[config.mk]
export PLATFORM = sky130hd
export DESIGN_NAME = hashed_bucket_slot_allocator_core_flat
export DESIGN_NICKNAME = d
export VERILOG_FILES = /design/src/rtl/hbsa_pkg.sv /design/src/rtl/hbsa_if.sv /design/src/rtl/hbsa_datapath.sv /design/src/rtl/hbsa_ctrl.sv /design/src/rtl/hashed_bucket_slot_allocator_core.sv /design/src/flat_wrapper.sv
export SDC_FILE = /design/constraint.sdc
export NUM_CORES = 2
export LEC_CHECK = 0
export BUFFER_PORTS_ARGS = -buffer_cell sky130_fd_sc_hd__buf_4
export CORE_MARGIN = 2
export CORE_UTILIZATION = 63
export CTS_CLUSTER_DIAMETER = 40
export DETAILED_ROUTE_END_ITERATION = 8
export HOLD_SLACK_MARGIN = 0.06
export PLACE_DENSITY = 0.84
export SLEW_MARGIN = 30
export SYNTH_ARGS = -nofsm -noshare
export SYNTH_HDL_FRONTEND = slang
export SYNTH_SLANG_ARGS = --single-unit
[constraint.sdc]
create_clock -name clock -period 6.3 [get_ports clock]
set_input_delay 0.315 -clock clock [delete_from_list [all_inputs] [get_ports clock]]
set_output_delay 0.315 -clock clock [all_outputs]
set_load 0.02 [all_outputs]
[src/rtl/hbsa_pkg.sv]
`timescale 1ns / 1ps
// ----------------------------------------------------------------------------
// hbsa_pkg
// Shared constants, derived widths and controller/datapath bundles for the
// hashed bucket slot allocator.
// ----------------------------------------------------------------------------
package hbsa_pkg;

   // table geometry
   localparam int BUCKET_COUNT     = 40;
   localparam int SLOTS_PER_BUCKET = 28;

   // hash: home = (HASH_MUL * (key mod HASH_MOD)) mod BUCKET_COUNT
   localparam int HASH_MUL = 42;
   localparam int HASH_MOD = 997;

   // item field widths
   localparam int KEY_W        = 26;
   localparam int BUCKET_IDX_W = 6;
   localparam int SLOT_IDX_W   = 5;

   // internal widths
   localparam int B_W     = (BUCKET_COUNT > 1) ? $clog2(BUCKET_COUNT) : 1;
   localparam int SI_W    = (SLOTS_PER_BUCKET > 1) ? $clog2(SLOTS_PER_BUCKET) : 1;
   localparam int CNT_W   = $clog2(BUCKET_COUNT + 1);
   localparam int OCC_W   = SLOTS_PER_BUCKET + 1;
   localparam int KADDR_W = $clog2(BUCKET_COUNT * SLOTS_PER_BUCKET);

   // remainder unit: key mod HASH_MOD by folding the upper key bits
   // (2**FOLD_W == FOLD_MUL mod HASH_MOD), then mod BUCKET_COUNT by
   // reciprocal multiplication
   localparam int HR_W       = $clog2(HASH_MOD);
   localparam int MUL_W      = $clog2(HASH_MUL + 1);
   localparam int PROD_W     = HR_W + MUL_W;
   localparam int FOLD_W     = HR_W;
   localparam int FOLD_MUL   = (2 ** FOLD_W) % HASH_MOD;
   // four folds bring a 26-bit key below 2 * HASH_MOD
   localparam int FOLD_STEPS = 4;
   localparam int SH_W       = $clog2(FOLD_STEPS + 1);
   localparam int RECIP_SH   = 24;
   localparam int RECIP_M    = (2 ** RECIP_SH + BUCKET_COUNT - 1) / BUCKET_COUNT;
   localparam int RECIP_W    = $clog2(RECIP_M + 1);
   localparam int QPROD_W    = PROD_W + RECIP_W;
   localparam int Q_W        = QPROD_W - RECIP_SH;

   typedef struct packed {
      logic load;        // capture request, start key mod HASH_MOD
      logic mod_step;    // one remainder step
      logic mul;         // remainder times HASH_MUL, start mod BUCKET_COUNT
      logic probe_init;  // point the probe at the home bucket
      logic probe_adv;   // read next bucket, shift check stage
      logic commit;      // write table on a hit, load result register
   } cmd_type;

   typedef struct packed {
      logic mod_last;    // current remainder step is the last one
      logic chk_live;    // check stage holds a bucket's occupancy
      logic hit;         // checked bucket accepts the entry
      logic last;        // every bucket has been read
   } sts_type;

endpackage

[src/rtl/hbsa_if.sv]
`timescale 1ns / 1ps
// ----------------------------------------------------------------------------
// hbsa_if
// Valid/ready channels for requests and responses of the slot allocator.
// ----------------------------------------------------------------------------
interface hbsa_req_if import hbsa_pkg::*; ();
   logic             valid;
   logic             ready;
   logic             opcode;
   logic [KEY_W-1:0] entry_key;
   logic [KEY_W-1:0] companion_key;

   modport source (output valid, opcode, entry_key, companion_key, input ready);
   modport sink   (input valid, opcode, entry_key, companion_key, output ready);
endinterface

interface hbsa_rsp_if import hbsa_pkg::*; ();
   logic                    valid;
   logic                    ready;
   logic [BUCKET_IDX_W-1:0] bucket_index;
   logic [SLOT_IDX_W-1:0]   slot_index;
   logic                    table_full;

   modport source (output valid, bucket_index, slot_index, table_full, input ready);
   modport sink   (input valid, bucket_index, slot_index, table_full, output ready);
endinterface

[src/rtl/hbsa_datapath.sv]
`timescale 1ns / 1ps
// ----------------------------------------------------------------------------
// hbsa_datapath
// Hash remainder unit, bucket occupancy memory with probe pipeline, key
// stores and the result register.
// ----------------------------------------------------------------------------
module hbsa_datapath import hbsa_pkg::*; (
   input  logic                    clock,
   input  logic                    reset,
   input  cmd_type                 cmd,
   output sts_type                 sts,
   input  logic                    in_opcode,
   input  logic [KEY_W-1:0]        in_entry_key,
   input  logic [KEY_W-1:0]        in_companion_key,
   output logic [BUCKET_IDX_W-1:0] out_bucket_index,
   output logic [SLOT_IDX_W-1:0]   out_slot_index,
   output logic                    out_table_full
);

   // captured request
   logic             op_ff;
   logic [KEY_W-1:0] key_ff;
   logic [KEY_W-1:0] ckey_ff;

   // remainder unit
   logic [KEY_W-1:0]   rem_ff, rem_in;
   logic [SH_W-1:0]    sh_ff;
   logic               div_sel_ff;
   logic [Q_W-1:0]     q_ff;
   logic [KEY_W-1:0]   fold;
   logic [KEY_W-1:0]   csub;
   logic [QPROD_W-1:0] qprod;
   logic [PROD_W-1:0]  prod;

   // probe pipeline
   logic [B_W-1:0]   rd_addr_ff, rd_addr_in;
   logic [B_W-1:0]   chk_addr_ff;
   logic [CNT_W-1:0] cnt_ff;
   logic             chk_live_ff;
   logic [OCC_W-1:0] rd_data_ff;
   logic             rd_valid_ff;

   // storage
   logic [BUCKET_COUNT-1:0] valid_ff;
   logic [OCC_W-1:0]        occ_mem  [BUCKET_COUNT];
   logic [KEY_W-1:0]        key_mem  [BUCKET_COUNT * SLOTS_PER_BUCKET];
   logic [KEY_W-1:0]        comp_mem [BUCKET_COUNT];

   // check stage
   logic [SLOTS_PER_BUCKET-1:0] used;
   logic [SLOTS_PER_BUCKET-1:0] free_bits;
   logic [SLOTS_PER_BUCKET-1:0] low_free;
   logic                        comp_used;
   logic [SI_W-1:0]             free_idx;
   logic                        hit;
   logic [KADDR_W-1:0]          key_addr;

   // result register
   logic [BUCKET_IDX_W-1:0] res_bucket_ff;
   logic [SLOT_IDX_W-1:0]   res_slot_ff;
   logic                    res_full_ff;

   // hi * 2**FOLD_W + lo == hi * FOLD_MUL + lo (mod HASH_MOD)
   assign fold  = KEY_W'(rem_ff[KEY_W-1:FOLD_W]) * KEY_W'(FOLD_MUL)
                + KEY_W'(rem_ff[FOLD_W-1:0]);
   assign csub  = (rem_ff >= KEY_W'(HASH_MOD)) ? rem_ff - KEY_W'(HASH_MOD) : rem_ff;
   assign qprod = QPROD_W'(rem_ff[PROD_W-1:0]) * QPROD_W'(RECIP_M);
   assign prod  = PROD_W'(rem_ff[HR_W-1:0]) * PROD_W'(HASH_MUL);

   // first pass: folds, then one compare and subtract
   // second pass: quotient by reciprocal, then remainder
   always_comb begin
      if (!div_sel_ff) begin
         rem_in = (sh_ff != '0) ? fold : csub;
      end else begin
         rem_in = (sh_ff != '0) ? rem_ff : rem_ff - KEY_W'(q_ff) * KEY_W'(BUCKET_COUNT);
      end
   end

   assign rd_addr_in = (rd_addr_ff == B_W'(BUCKET_COUNT - 1)) ? '0 : rd_addr_ff + 1'b1;

   // never-written buckets read as empty
   assign used      = rd_valid_ff ? rd_data_ff[SLOTS_PER_BUCKET-1:0] : '0;
   assign comp_used = rd_valid_ff & rd_data_ff[SLOTS_PER_BUCKET];
   assign free_bits = ~used;
   assign low_free  = free_bits & (~free_bits + 1'b1);

   always_comb begin
      free_idx = '0;
      for (int j = 0; j < SLOTS_PER_BUCKET; j++) begin
         if (low_free[j]) begin
            free_idx = free_idx | SI_W'(j);
         end
      end
   end

   assign hit = chk_live_ff && (|free_bits) && (!op_ff || !comp_used);

   assign key_addr = KADDR_W'(chk_addr_ff) * KADDR_W'(SLOTS_PER_BUCKET) + KADDR_W'(free_idx);

   assign sts.mod_last = (sh_ff == '0);
   assign sts.chk_live = chk_live_ff;
   assign sts.hit      = hit;
   assign sts.last     = (cnt_ff == CNT_W'(BUCKET_COUNT));

   // control state
   always_ff @(posedge clock) begin
      if (reset) begin
         chk_live_ff <= 1'b0;
         valid_ff    <= '0;
      end else begin
         if (cmd.probe_init) begin
            chk_live_ff <= 1'b0;
         end else if (cmd.probe_adv) begin
            chk_live_ff <= 1'b1;
         end
         if (cmd.commit && hit) begin
            valid_ff[chk_addr_ff] <= 1'b1;
         end
      end
   end

   // request capture, remainder unit and probe pointers
   always_ff @(posedge clock) begin
      if (cmd.load) begin
         op_ff      <= in_opcode;
         key_ff     <= in_entry_key;
         ckey_ff    <= in_companion_key;
         rem_ff     <= in_entry_key;
         sh_ff      <= SH_W'(FOLD_STEPS);
         div_sel_ff <= 1'b0;
      end else if (cmd.mul) begin
         rem_ff     <= KEY_W'(prod);
         sh_ff      <= SH_W'(1);
         div_sel_ff <= 1'b1;
      end else if (cmd.mod_step) begin
         rem_ff <= rem_in;
         q_ff   <= qprod[QPROD_W-1:RECIP_SH];
         sh_ff  <= sh_ff - 1'b1;
      end
      if (cmd.probe_init) begin
         rd_addr_ff <= rem_ff[B_W-1:0];
         cnt_ff     <= '0;
      end else if (cmd.probe_adv) begin
         rd_addr_ff  <= rd_addr_in;
         chk_addr_ff <= rd_addr_ff;
         cnt_ff      <= cnt_ff + 1'b1;
         rd_valid_ff <= valid_ff[rd_addr_ff];
      end
   end

   // occupancy memory: one registered read port, one write port
   always_ff @(posedge clock) begin
      if (cmd.probe_adv) begin
         rd_data_ff <= occ_mem[rd_addr_ff];
      end
      if (cmd.commit && hit) begin
         occ_mem[chk_addr_ff] <= {comp_used | op_ff, used | low_free};
      end
   end

   // key stores
   always_ff @(posedge clock) begin
      if (cmd.commit && hit) begin
         key_mem[key_addr] <= key_ff;
         if (op_ff) begin
            comp_mem[chk_addr_ff] <= ckey_ff;
         end
      end
   end

   always_ff @(posedge clock) begin
      if (cmd.commit) begin
         res_bucket_ff <= hit ? BUCKET_IDX_W'(chk_addr_ff) : '0;
         res_slot_ff   <= hit ? SLOT_IDX_W'(free_idx) : '0;
         res_full_ff   <= !hit;
      end
   end

   assign out_bucket_index = res_bucket_ff;
   assign out_slot_index   = res_slot_ff;
   assign out_table_full   = res_full_ff;

endmodule

[src/rtl/hbsa_ctrl.sv]
`timescale 1ns / 1ps
// ----------------------------------------------------------------------------
// hbsa_ctrl
// Sequencer for hashing, probing and commit; owns the handshakes.
// ----------------------------------------------------------------------------
module hbsa_ctrl import hbsa_pkg::*; (
   input  logic    clock,
   input  logic    reset,
   input  logic    req_valid,
   output logic    req_ready,
   output logic    rsp_valid,
   input  logic    rsp_ready,
   input  sts_type sts,
   output cmd_type cmd
);

   typedef enum logic [2:0] {
      ST_IDLE,
      ST_MOD1,
      ST_MUL,
      ST_MOD2,
      ST_START,
      ST_PROBE,
      ST_HOLD
   } state_type;

   state_type state_ff, state_in;
   logic      rsp_valid_ff;
   logic      out_free;
   logic      decide;

   assign out_free = !rsp_valid_ff || rsp_ready;
   // check stage has the answer: a hit, or the last bucket missed
   assign decide   = sts.chk_live && (sts.hit || sts.last);

   always_comb begin
      cmd        = '0;
      state_in   = state_ff;
      case (state_ff)
         ST_IDLE: begin
            if (req_valid) begin
               cmd.load = 1'b1;
               state_in = ST_MOD1;
            end
         end
         ST_MOD1: begin
            cmd.mod_step = 1'b1;
            if (sts.mod_last) state_in = ST_MUL;
         end
         ST_MUL: begin
            cmd.mul  = 1'b1;
            state_in = ST_MOD2;
         end
         ST_MOD2: begin
            cmd.mod_step = 1'b1;
            if (sts.mod_last) state_in = ST_START;
         end
         ST_START: begin
            cmd.probe_init = 1'b1;
            state_in       = ST_PROBE;
         end
         ST_PROBE: begin
            if (!decide) begin
               cmd.probe_adv = 1'b1;
            end else if (out_free) begin
               cmd.commit = 1'b1;
               state_in   = ST_IDLE;
            end else begin
               state_in = ST_HOLD;
            end
         end
         ST_HOLD: begin
            if (out_free) begin
               cmd.commit = 1'b1;
               state_in   = ST_IDLE;
            end
         end
         default: begin
            state_in = ST_IDLE;
         end
      endcase
   end

   always_ff @(posedge clock) begin
      if (reset) begin
         state_ff     <= ST_IDLE;
         rsp_valid_ff <= 1'b0;
      end else begin
         state_ff <= state_in;
         if (cmd.commit) begin
            rsp_valid_ff <= 1'b1;
         end else if (rsp_ready) begin
            rsp_valid_ff <= 1'b0;
         end
      end
   end

   assign req_ready = (state_ff == ST_IDLE);
   assign rsp_valid = rsp_valid_ff;

endmodule

[src/rtl/hashed_bucket_slot_allocator_core.sv]
`timescale 1ns / 1ps
// ----------------------------------------------------------------------------
// hashed_bucket_slot_allocator_core
// Linear-probing slot allocator over a bucketed table, one result per item.
// ----------------------------------------------------------------------------
// An item probes 1 to BUCKET_COUNT buckets before its result is decided; its
// commit, and so the next acceptance, waits while the previous result still
// waits for rsp ready when the new one is decided. The home bucket comes from
// a small remainder unit: the key modulo takes four folds of the upper key
// bits and one compare and subtract, the bucket modulo a reciprocal
// multiplication; probing then reads one bucket's occupancy per cycle from
// the single read port of the occupancy memory. The next request is taken
// while the previous result still waits in the output register. Occupancy
// resets at once through per-bucket valid flags; no clearing pass.
// ----------------------------------------------------------------------------
module hashed_bucket_slot_allocator_core import hbsa_pkg::*; (
   input  logic      clock,
   input  logic      reset,
   hbsa_req_if.sink  req_ch,
   hbsa_rsp_if.source rsp_ch
);

   cmd_type cmd;
   sts_type sts;

   hbsa_ctrl u_ctrl (
      .clock     (clock),
      .reset     (reset),
      .req_valid (req_ch.valid),
      .req_ready (req_ch.ready),
      .rsp_valid (rsp_ch.valid),
      .rsp_ready (rsp_ch.ready),
      .sts       (sts),
      .cmd       (cmd)
   );

   hbsa_datapath u_datapath (
      .clock            (clock),
      .reset            (reset),
      .cmd              (cmd),
      .sts              (sts),
      .in_opcode        (req_ch.opcode),
      .in_entry_key     (req_ch.entry_key),
      .in_companion_key (req_ch.companion_key),
      .out_bucket_index (rsp_ch.bucket_index),
      .out_slot_index   (rsp_ch.slot_index),
      .out_table_full   (rsp_ch.table_full)
   );

`ifndef NO_ASSERTIONS
   // a new result never overwrites one still waiting
   a_no_overwrite: assert property (@(posedge clock) disable iff (reset)
      cmd.commit |-> (!rsp_ch.valid || rsp_ch.ready))
      else $error("result register overwritten");

   // commit only once the check stage holds a probed bucket
   a_commit_live: assert property (@(posedge clock) disable iff (reset)
      cmd.commit |-> sts.chk_live)
      else $error("commit without probed bucket");

   // commit raises the response valid on the next cycle
   a_commit_rsp: assert property (@(posedge clock) disable iff (reset)
      cmd.commit |=> rsp_ch.valid)
      else $error("commit did not present a result");

   // no new request while an item is being probed
   a_probe_busy: assert property (@(posedge clock) disable iff (reset)
      cmd.probe_adv |-> !req_ch.ready)
      else $error("request accepted during probe");
`endif

endmodule
[src/flat_wrapper.sv]
// flat-port wrapper written by rule: the top's interface ports become plain ports
module hashed_bucket_slot_allocator_core_flat import hbsa_pkg::*;
  (clock, reset, req_ch_valid, req_ch_opcode, req_ch_entry_key, req_ch_companion_key, req_ch_ready, rsp_ch_valid, rsp_ch_bucket_index, rsp_ch_slot_index, rsp_ch_table_full, rsp_ch_ready);
  hbsa_req_if req_ch_i ();
  hbsa_rsp_if rsp_ch_i ();
  input  logic clock;
  input  logic reset;
  input wire logic [$bits(req_ch_i.valid)-1:0] req_ch_valid;
  input wire logic [$bits(req_ch_i.opcode)-1:0] req_ch_opcode;
  input wire logic [$bits(req_ch_i.entry_key)-1:0] req_ch_entry_key;
  input wire logic [$bits(req_ch_i.companion_key)-1:0] req_ch_companion_key;
  output wire logic [$bits(req_ch_i.ready)-1:0] req_ch_ready;
  output wire logic [$bits(rsp_ch_i.valid)-1:0] rsp_ch_valid;
  output wire logic [$bits(rsp_ch_i.bucket_index)-1:0] rsp_ch_bucket_index;
  output wire logic [$bits(rsp_ch_i.slot_index)-1:0] rsp_ch_slot_index;
  output wire logic [$bits(rsp_ch_i.table_full)-1:0] rsp_ch_table_full;
  input wire logic [$bits(rsp_ch_i.ready)-1:0] rsp_ch_ready;
  assign req_ch_i.valid = req_ch_valid;
  assign req_ch_i.opcode = req_ch_opcode;
  assign req_ch_i.entry_key = req_ch_entry_key;
  assign req_ch_i.companion_key = req_ch_companion_key;
  assign req_ch_ready = req_ch_i.ready;
  assign rsp_ch_valid = rsp_ch_i.valid;
  assign rsp_ch_bucket_index = rsp_ch_i.bucket_index;
  assign rsp_ch_slot_index = rsp_ch_i.slot_index;
  assign rsp_ch_table_full = rsp_ch_i.table_full;
  assign rsp_ch_i.ready = rsp_ch_ready;
  hashed_bucket_slot_allocator_core u_core (.clock(clock), .reset(reset), .req_ch(req_ch_i), .rsp_ch(rsp_ch_i));
endmodule
# Yosys cells after proc, flatten, opt, wreduce, memory -nomap -nowiden

Memories as Yosys holds them, arrays and structs flattened. A register that Yosys moved wholly into a read port is not among the register bits.
Index checks and enable logic that the tools add are counted.

Register bits: 118
Latch bits: 0
Bits in writable memories: 1160
Memory bits (read-only): 0
Bits of input ports: 57
Output and inout port bits: 14
Word-level logic and storage cells: 193
Memories kept: 1

Add/sub/neg operators: 7
$mul: 4
Divide/modulo/power cells: 0
$lt $le $gt $ge: 4
Eq/ne operators: 15
Shift operators: 0
Multiplexer cells: 108
Bitwise gates (word level): 9
Reduce and logical (&&, ||, !) cells: 29

Memory list:

| memory                    | depth | width | rd ports | clocked after Yosys merged registers in | write ports | line                | RTL |
|---|---|---|---|---|---|---|---|
| u_core.u_datapath.occ_mem | 40    | 29    | 1        | 1                                       | 1           | hbsa_datapath.sv:45 | `logic [OCC_W-1:0] occ_mem [BUCKET_COUNT];` |

Operators with widths:

| cell                   | count |
|---|---|
| $mux 26                | 10 |
| $mux 40                | 2 |
| $mux 3                 | 22 |
| $mux 5                 | 12 |
| $not 28->28            | 2 |
| $mux 11                | 5 |
| $mux 6                 | 8 |
| $or 40x40->40          | 1 |
| $mul 16x19->35 const B | 1 |
| $mux 1                 | 34 |
| $mux 4                 | 8 |
| $add 28x1->28 const B  | 1 |
| $and 28x28->28         | 1 |
| $mux 28                | 1 |
| $or 28x28->28          | 1 |
| $reduce_or 28->1       | 1 |
| $ge 26x10->1 const B   | 1 |
| $sub 26x10->26 const B | 1 |
| $sub 26x17->26         | 1 |
| $add 21x10->22         | 1 |
| $mul 16x5->21 const B  | 1 |
| $pmux 3 s7             | 1 |
| $mul 10x5->15 const B  | 1 |
| $lt 6x7->1 const B     | 2 |
| other kinds (29)       | 57 |

# Longest topological paths before layout

Depth after elaboration: 32
Gate-level depth with buffers: 22

# Modules after synthesis

A second synthesis with hierarchy kept.

Cells, all modules: 3807
Area total of the unflattened synthesis: 59010.3 um^2

By module, submodules not included:

| module        | times used | cells an instance | area an instance (um^2) |
|---|---|---|---|
| hbsa_datapath | 1          | 3765              | 58688.8 |
| hbsa_ctrl     | 1          | 42                | 321.6 |

# Least setup slack after synthesis

OpenSTA, ideal clock, no wires.

Kind: reg-to-reg
Start: register u_core.u_datapath.rem_ff[8]
End: register u_core.u_datapath.q_ff[9] (data pin)
Library setup time: 257 ps
Arrival time: 5480 ps
Path slack: 563 ps
Cell stages (with the launch flop): 22
Clock period less this slack: 5737 ps
Cells stage by stage: edfxtp_1 -> inv_1 -> ha_1 -> fa_1 -> inv_1 -> fa_1 -> inv_1 -> fa_1 -> inv_1 -> fa_1 -> inv_1 -> fa_1 -> inv_1 -> ha_1 -> and4_1 -> a41oi_1 -> o31ai_1 -> a211o_1 -> a31oi_1 -> o21ai_0 -> and2_1 -> xor2_1

Cells in the longest elaborated chain, start to end: 6

RTL lines:

| element                               | line                 | RTL |
|---|---|---|
| start: declaration                    | hbsa_datapath.sv:26  | `logic [KEY_W-1:0] rem_ff, rem_in;` |
| start signal: assignment              | hbsa_datapath.sv:129 | `rem_ff <= in_entry_key;` |
| start signal: assignment              | hbsa_datapath.sv:133 | `rem_ff <= KEY_W'(prod);` |
| start signal: assignment              | hbsa_datapath.sv:137 | `rem_ff <= rem_in;` |
| $mul 16x19->35                        | hbsa_datapath.sv:67  | `assign qprod = QPROD_W'(rem_ff[PROD_W-1:0]) * QPROD_W'(RECIP_M);` |
| named net u_core.u_datapath.qprod[33] | hbsa_datapath.sv:32  | `logic [QPROD_W-1:0] qprod;` |
| $mux 11                               | hbsa_datapath.sv:136 | `end else if (cmd.mod_step) begin` |
| $mux 11                               | hbsa_datapath.sv:132 | `end else if (cmd.mul) begin` |
| $mux 11                               | hbsa_datapath.sv:125 | `if (cmd.load) begin` |
| $mux 11                               | hbsa_datapath.sv:132 |  |
| $mux 11                               | hbsa_datapath.sv:125 |  |
| end signal: assignment                | hbsa_datapath.sv:138 | `q_ff <= qprod[QPROD_W-1:RECIP_SH];` |
| end: declaration                      | hbsa_datapath.sv:29  | `logic [Q_W-1:0] q_ff;` |

The timed path passes the listed nets, and every way through them passes these cells. The select of a mux whose other input is x is not followed.
A chain may end at the register's enable or synchronous reset.

# Worst setup path in the final report

Start: register u_core.u_datapath.rem_ff[8]
End: register u_core.u_datapath.q_ff[7] (data pin)

Same word-level chain as after synthesis.

==> qor.txt <==
DR vias - 36,531
Vias in the first global route - 37,535
Synth area leaders - edfxtp_1 (62%), mux4_2 (7.9%), ha_1 (5.5%), fa_1 (4.2%), mux2i_1 (2.9%)
Final min period - 6.099 ns
Clock-pin slew on the worst setup and hold paths - 0.05 ns
CTS max path bufs - 3
# nets final - 4,372
Met3 Track Usage GR - 0.08698
DRC - 0
DRT Pass-1 Iters - 6
Commonest non-fill, non-tap cell in the layout - edfxtp_1
Worst path arrival time - 6.58 ns
Synth area leader - edfxtp_1
Die height - 310.0 um
Tcrit/Tclk final - 0.9682
Synth warn - 0
Async SR Flop Fraction - 0
Core box area - 93,050 um2
Wire per inst - 29.97 um
Largest net degree at the start of global routing - 131
GR met2 Demand/Resource - 0.5358
Post-synth top area share - 0.6163
Iter 0 DRT Violations - 5,387
Status - finished, final reports clean
Max Cap Viol - 0
Grt ovf - 0
HP Class - input pin to flip-flop
Die width - 310.0 um
Slew Limit Fails - 0
Slew HR - 0.2457
CP Capture Type - flip-flop
Post-Place Cells - 5,008
Worst Path Max Fanout - 5
Seq/Total Area, Yosys - 0.6349
Final Skew - 0.05864 ns
Layout area overhead - 13.44%
Post-synth EDFFs - 1,211
Initial antenna violation count - 1
GPL Wtd Cong - 0.9471
Yosys reg bits - 1,266
Routed WL - 158.8 mm
Routing usage on met1 - 0.4350
First-pass GRT wire length - 234.8 mm
Hpwl dp - 88.68 mm
Clock sink count - 1,266
Initial Util - 0.6342
Cell area after synthesis - 59,010 um2
CP startpoint kind - flip-flop
CTS buffer count - 144
Most frequent cells in the layout - edfxtp_1 (1,211), inv_1 (270), ha_1 (259), mux4_2 (207), a21oi_1 (187)
Vias per inst - 6.894
Final setup viols - 0
Post-Layout Cell Count - 5,299
Yosys cell types - 81
Highest Clock Rate - 0.1639 GHz
WS Path Type - flip-flop to flip-flop
Share of cells above drive strength 1 - 0.1745
Number of I/O pins - 71
Final Hold Viols - 0
Total negative setup slack - 0 ns
Worst path required time - 6.78 ns
# diodes - 0
Layout Utilization - 0.7194
Syn Inst Count - 3,760
Avg Inst Size Synth - 15.69 um2
Row count - 112
CTS Root Cell - clkbuf_16
H-tree lvl count - 4
Syn Nets - 4,201
Overall die area - 96,130 um2
Port bufs - 44
CTS tree - built
Total track usage - 0.3372
Worst Tran Pin Value - 1.132 ns
Clock latency on the worst-skew pair - 0.78 ns
ANT nets after route - 0
Layer with the highest usage - met2
Synth Flop Type - edfxtp_1
[registers in the layout, indices dropped and copies added, names as in the netlist, 6 cells and up]
| name | cells |
|---|---|
| u_core.u_datapath.occ_mem | 1120 |
| u_core.u_datapath.valid_ff | 40 |
| u_core.u_datapath.rd_data_ff | 28 |
| u_core.u_datapath.rem_ff | 26 |
| u_core.u_datapath.q_ff | 11 |
| u_core.u_datapath.chk_addr_ff | 6 |
| u_core.u_datapath.cnt_ff | 6 |
| u_core.u_datapath.out_bucket_index | 6 |
| u_core.u_datapath.rd_addr_ff | 6 |
[critical path, stage by stage, from the launching register on]
cell      delay, ns
edfxtp_1       0.50
inv_1          0.11
ha_1           0.34
fa_1           0.58
inv_1          0.08
fa_1           0.55
inv_1          0.09
fa_1           0.51
inv_1          0.05
fa_1           0.48
inv_1          0.05
fa_1           0.47
inv_1          0.04
ha_1           0.30
and4_1         0.23
a41oi_1        0.21
o31ai_1        0.10
a211o_1        0.31
buf_4          0.16
a41o_1         0.25
a21oi_2        0.18
o21bai_1       0.09
xor2_1         0.14
[layout make-up]
class                           count  area, um2
Sequential cell                  1266      37470
Fill cell                        5290      26110
Multi-Input combinational cell   2060      20240
Clock buffer                      168       3745
Timing Repair Buffer              187       1692
Tap cell                         1254       1569
Clock inverter                     92       1201
Inverter                          272       1022
[per-stage QoR]
step           setup WS (ns)  hold slack (ns)  cell area, um2
6_report              0.2005           0.1302           66940
3_3_place_gp          0.2524           0.4417           61430
5_1_grt            -0.002391           0.1696           66940
4_1_cts              0.01977           0.1020           66880
3_5_place_dp          0.1751           0.4533           61670
2_1_floorplan         0.5628           0.4139           59010
[cell usage after synthesis, types with 7 or more instances]
cell      count
edfxtp_1   1211
inv_1       270
ha_1        259
mux4_2      207
a21oi_1     188
nand2_1     185
nor2_1      173
mux2i_1     172
fa_1        125
clkbuf_1    102
o21ai_0     101
o221ai_1     72
xnor2_1      60
dfxtp_1      55
o22ai_1      55
nor3_1       48
buf_2        37
nand3_1      35
a21o_1       28
xor2_1       27
a22o_1       25
mux2_2       25
nor2b_1      22
a211oi_1     21
a31oi_1      20
buf_1        19
and2_1       18
o21a_1       18
nand2b_1     12
o211ai_1     12
and3_1       11
nand3b_1      9
nand4_1       8
or2_2         8
or3_1         8
a41oi_1       7
o21bai_1      7
[path summary, 6_finish.rpt]
| check | start | endpoint | cells after the start | slack, ns |
|---|---|---|---|---|
| max reg2reg | u_core.u_datapath.rem_ff[8] | u_core.u_datapath.q_ff[7] | 22 | 0.20 |
| min | req_ch_entry_key[13] | u_core.u_datapath.rem_ff[13] | 3 | 0.13 |
| max | u_core.u_datapath.rem_ff[8] | u_core.u_datapath.q_ff[7] | 22 | 0.20 |
| min reg2reg | u_core.u_datapath.cnt_ff[5] | u_core.u_datapath.cnt_ff[5] | 1 | 0.46 |
[logic make-up after synthesis]
logic type                 Yosys count  synth area share
buffers and inverters              434           0.02871
adders and majority gates          385           0.09749
muxes                              404            0.1130
AOI/OAI and AO/OA                  615           0.06789
xor gates and xnor gates            87           0.01291
and+or+nand+nor                    569           0.04512
DFF                               1266            0.6349
[timing repair]
action | in CTS | in global routing
gates resized for setup | 0 | 5
hold endpoints to repair | 68 | 0
hold buffers | 26 | 0
setup endpoints to repair | 0 | 4
buffers inserted | 0 | 5
[metal layers]
| layer | wire [um] | vias up |
|---|---|---|
| met4 | 8403 | 2 |
| met5 | 13 | - |
| met3 | 19900 | 604 |
| met2 | 76010 | 2931 |
| met1 | 54500 | 18158 |
| li1 | - | 14836 |
Power is not shown: default switching activity piles up to over one toggle a cycle in this logic, so the estimate is an artifact.
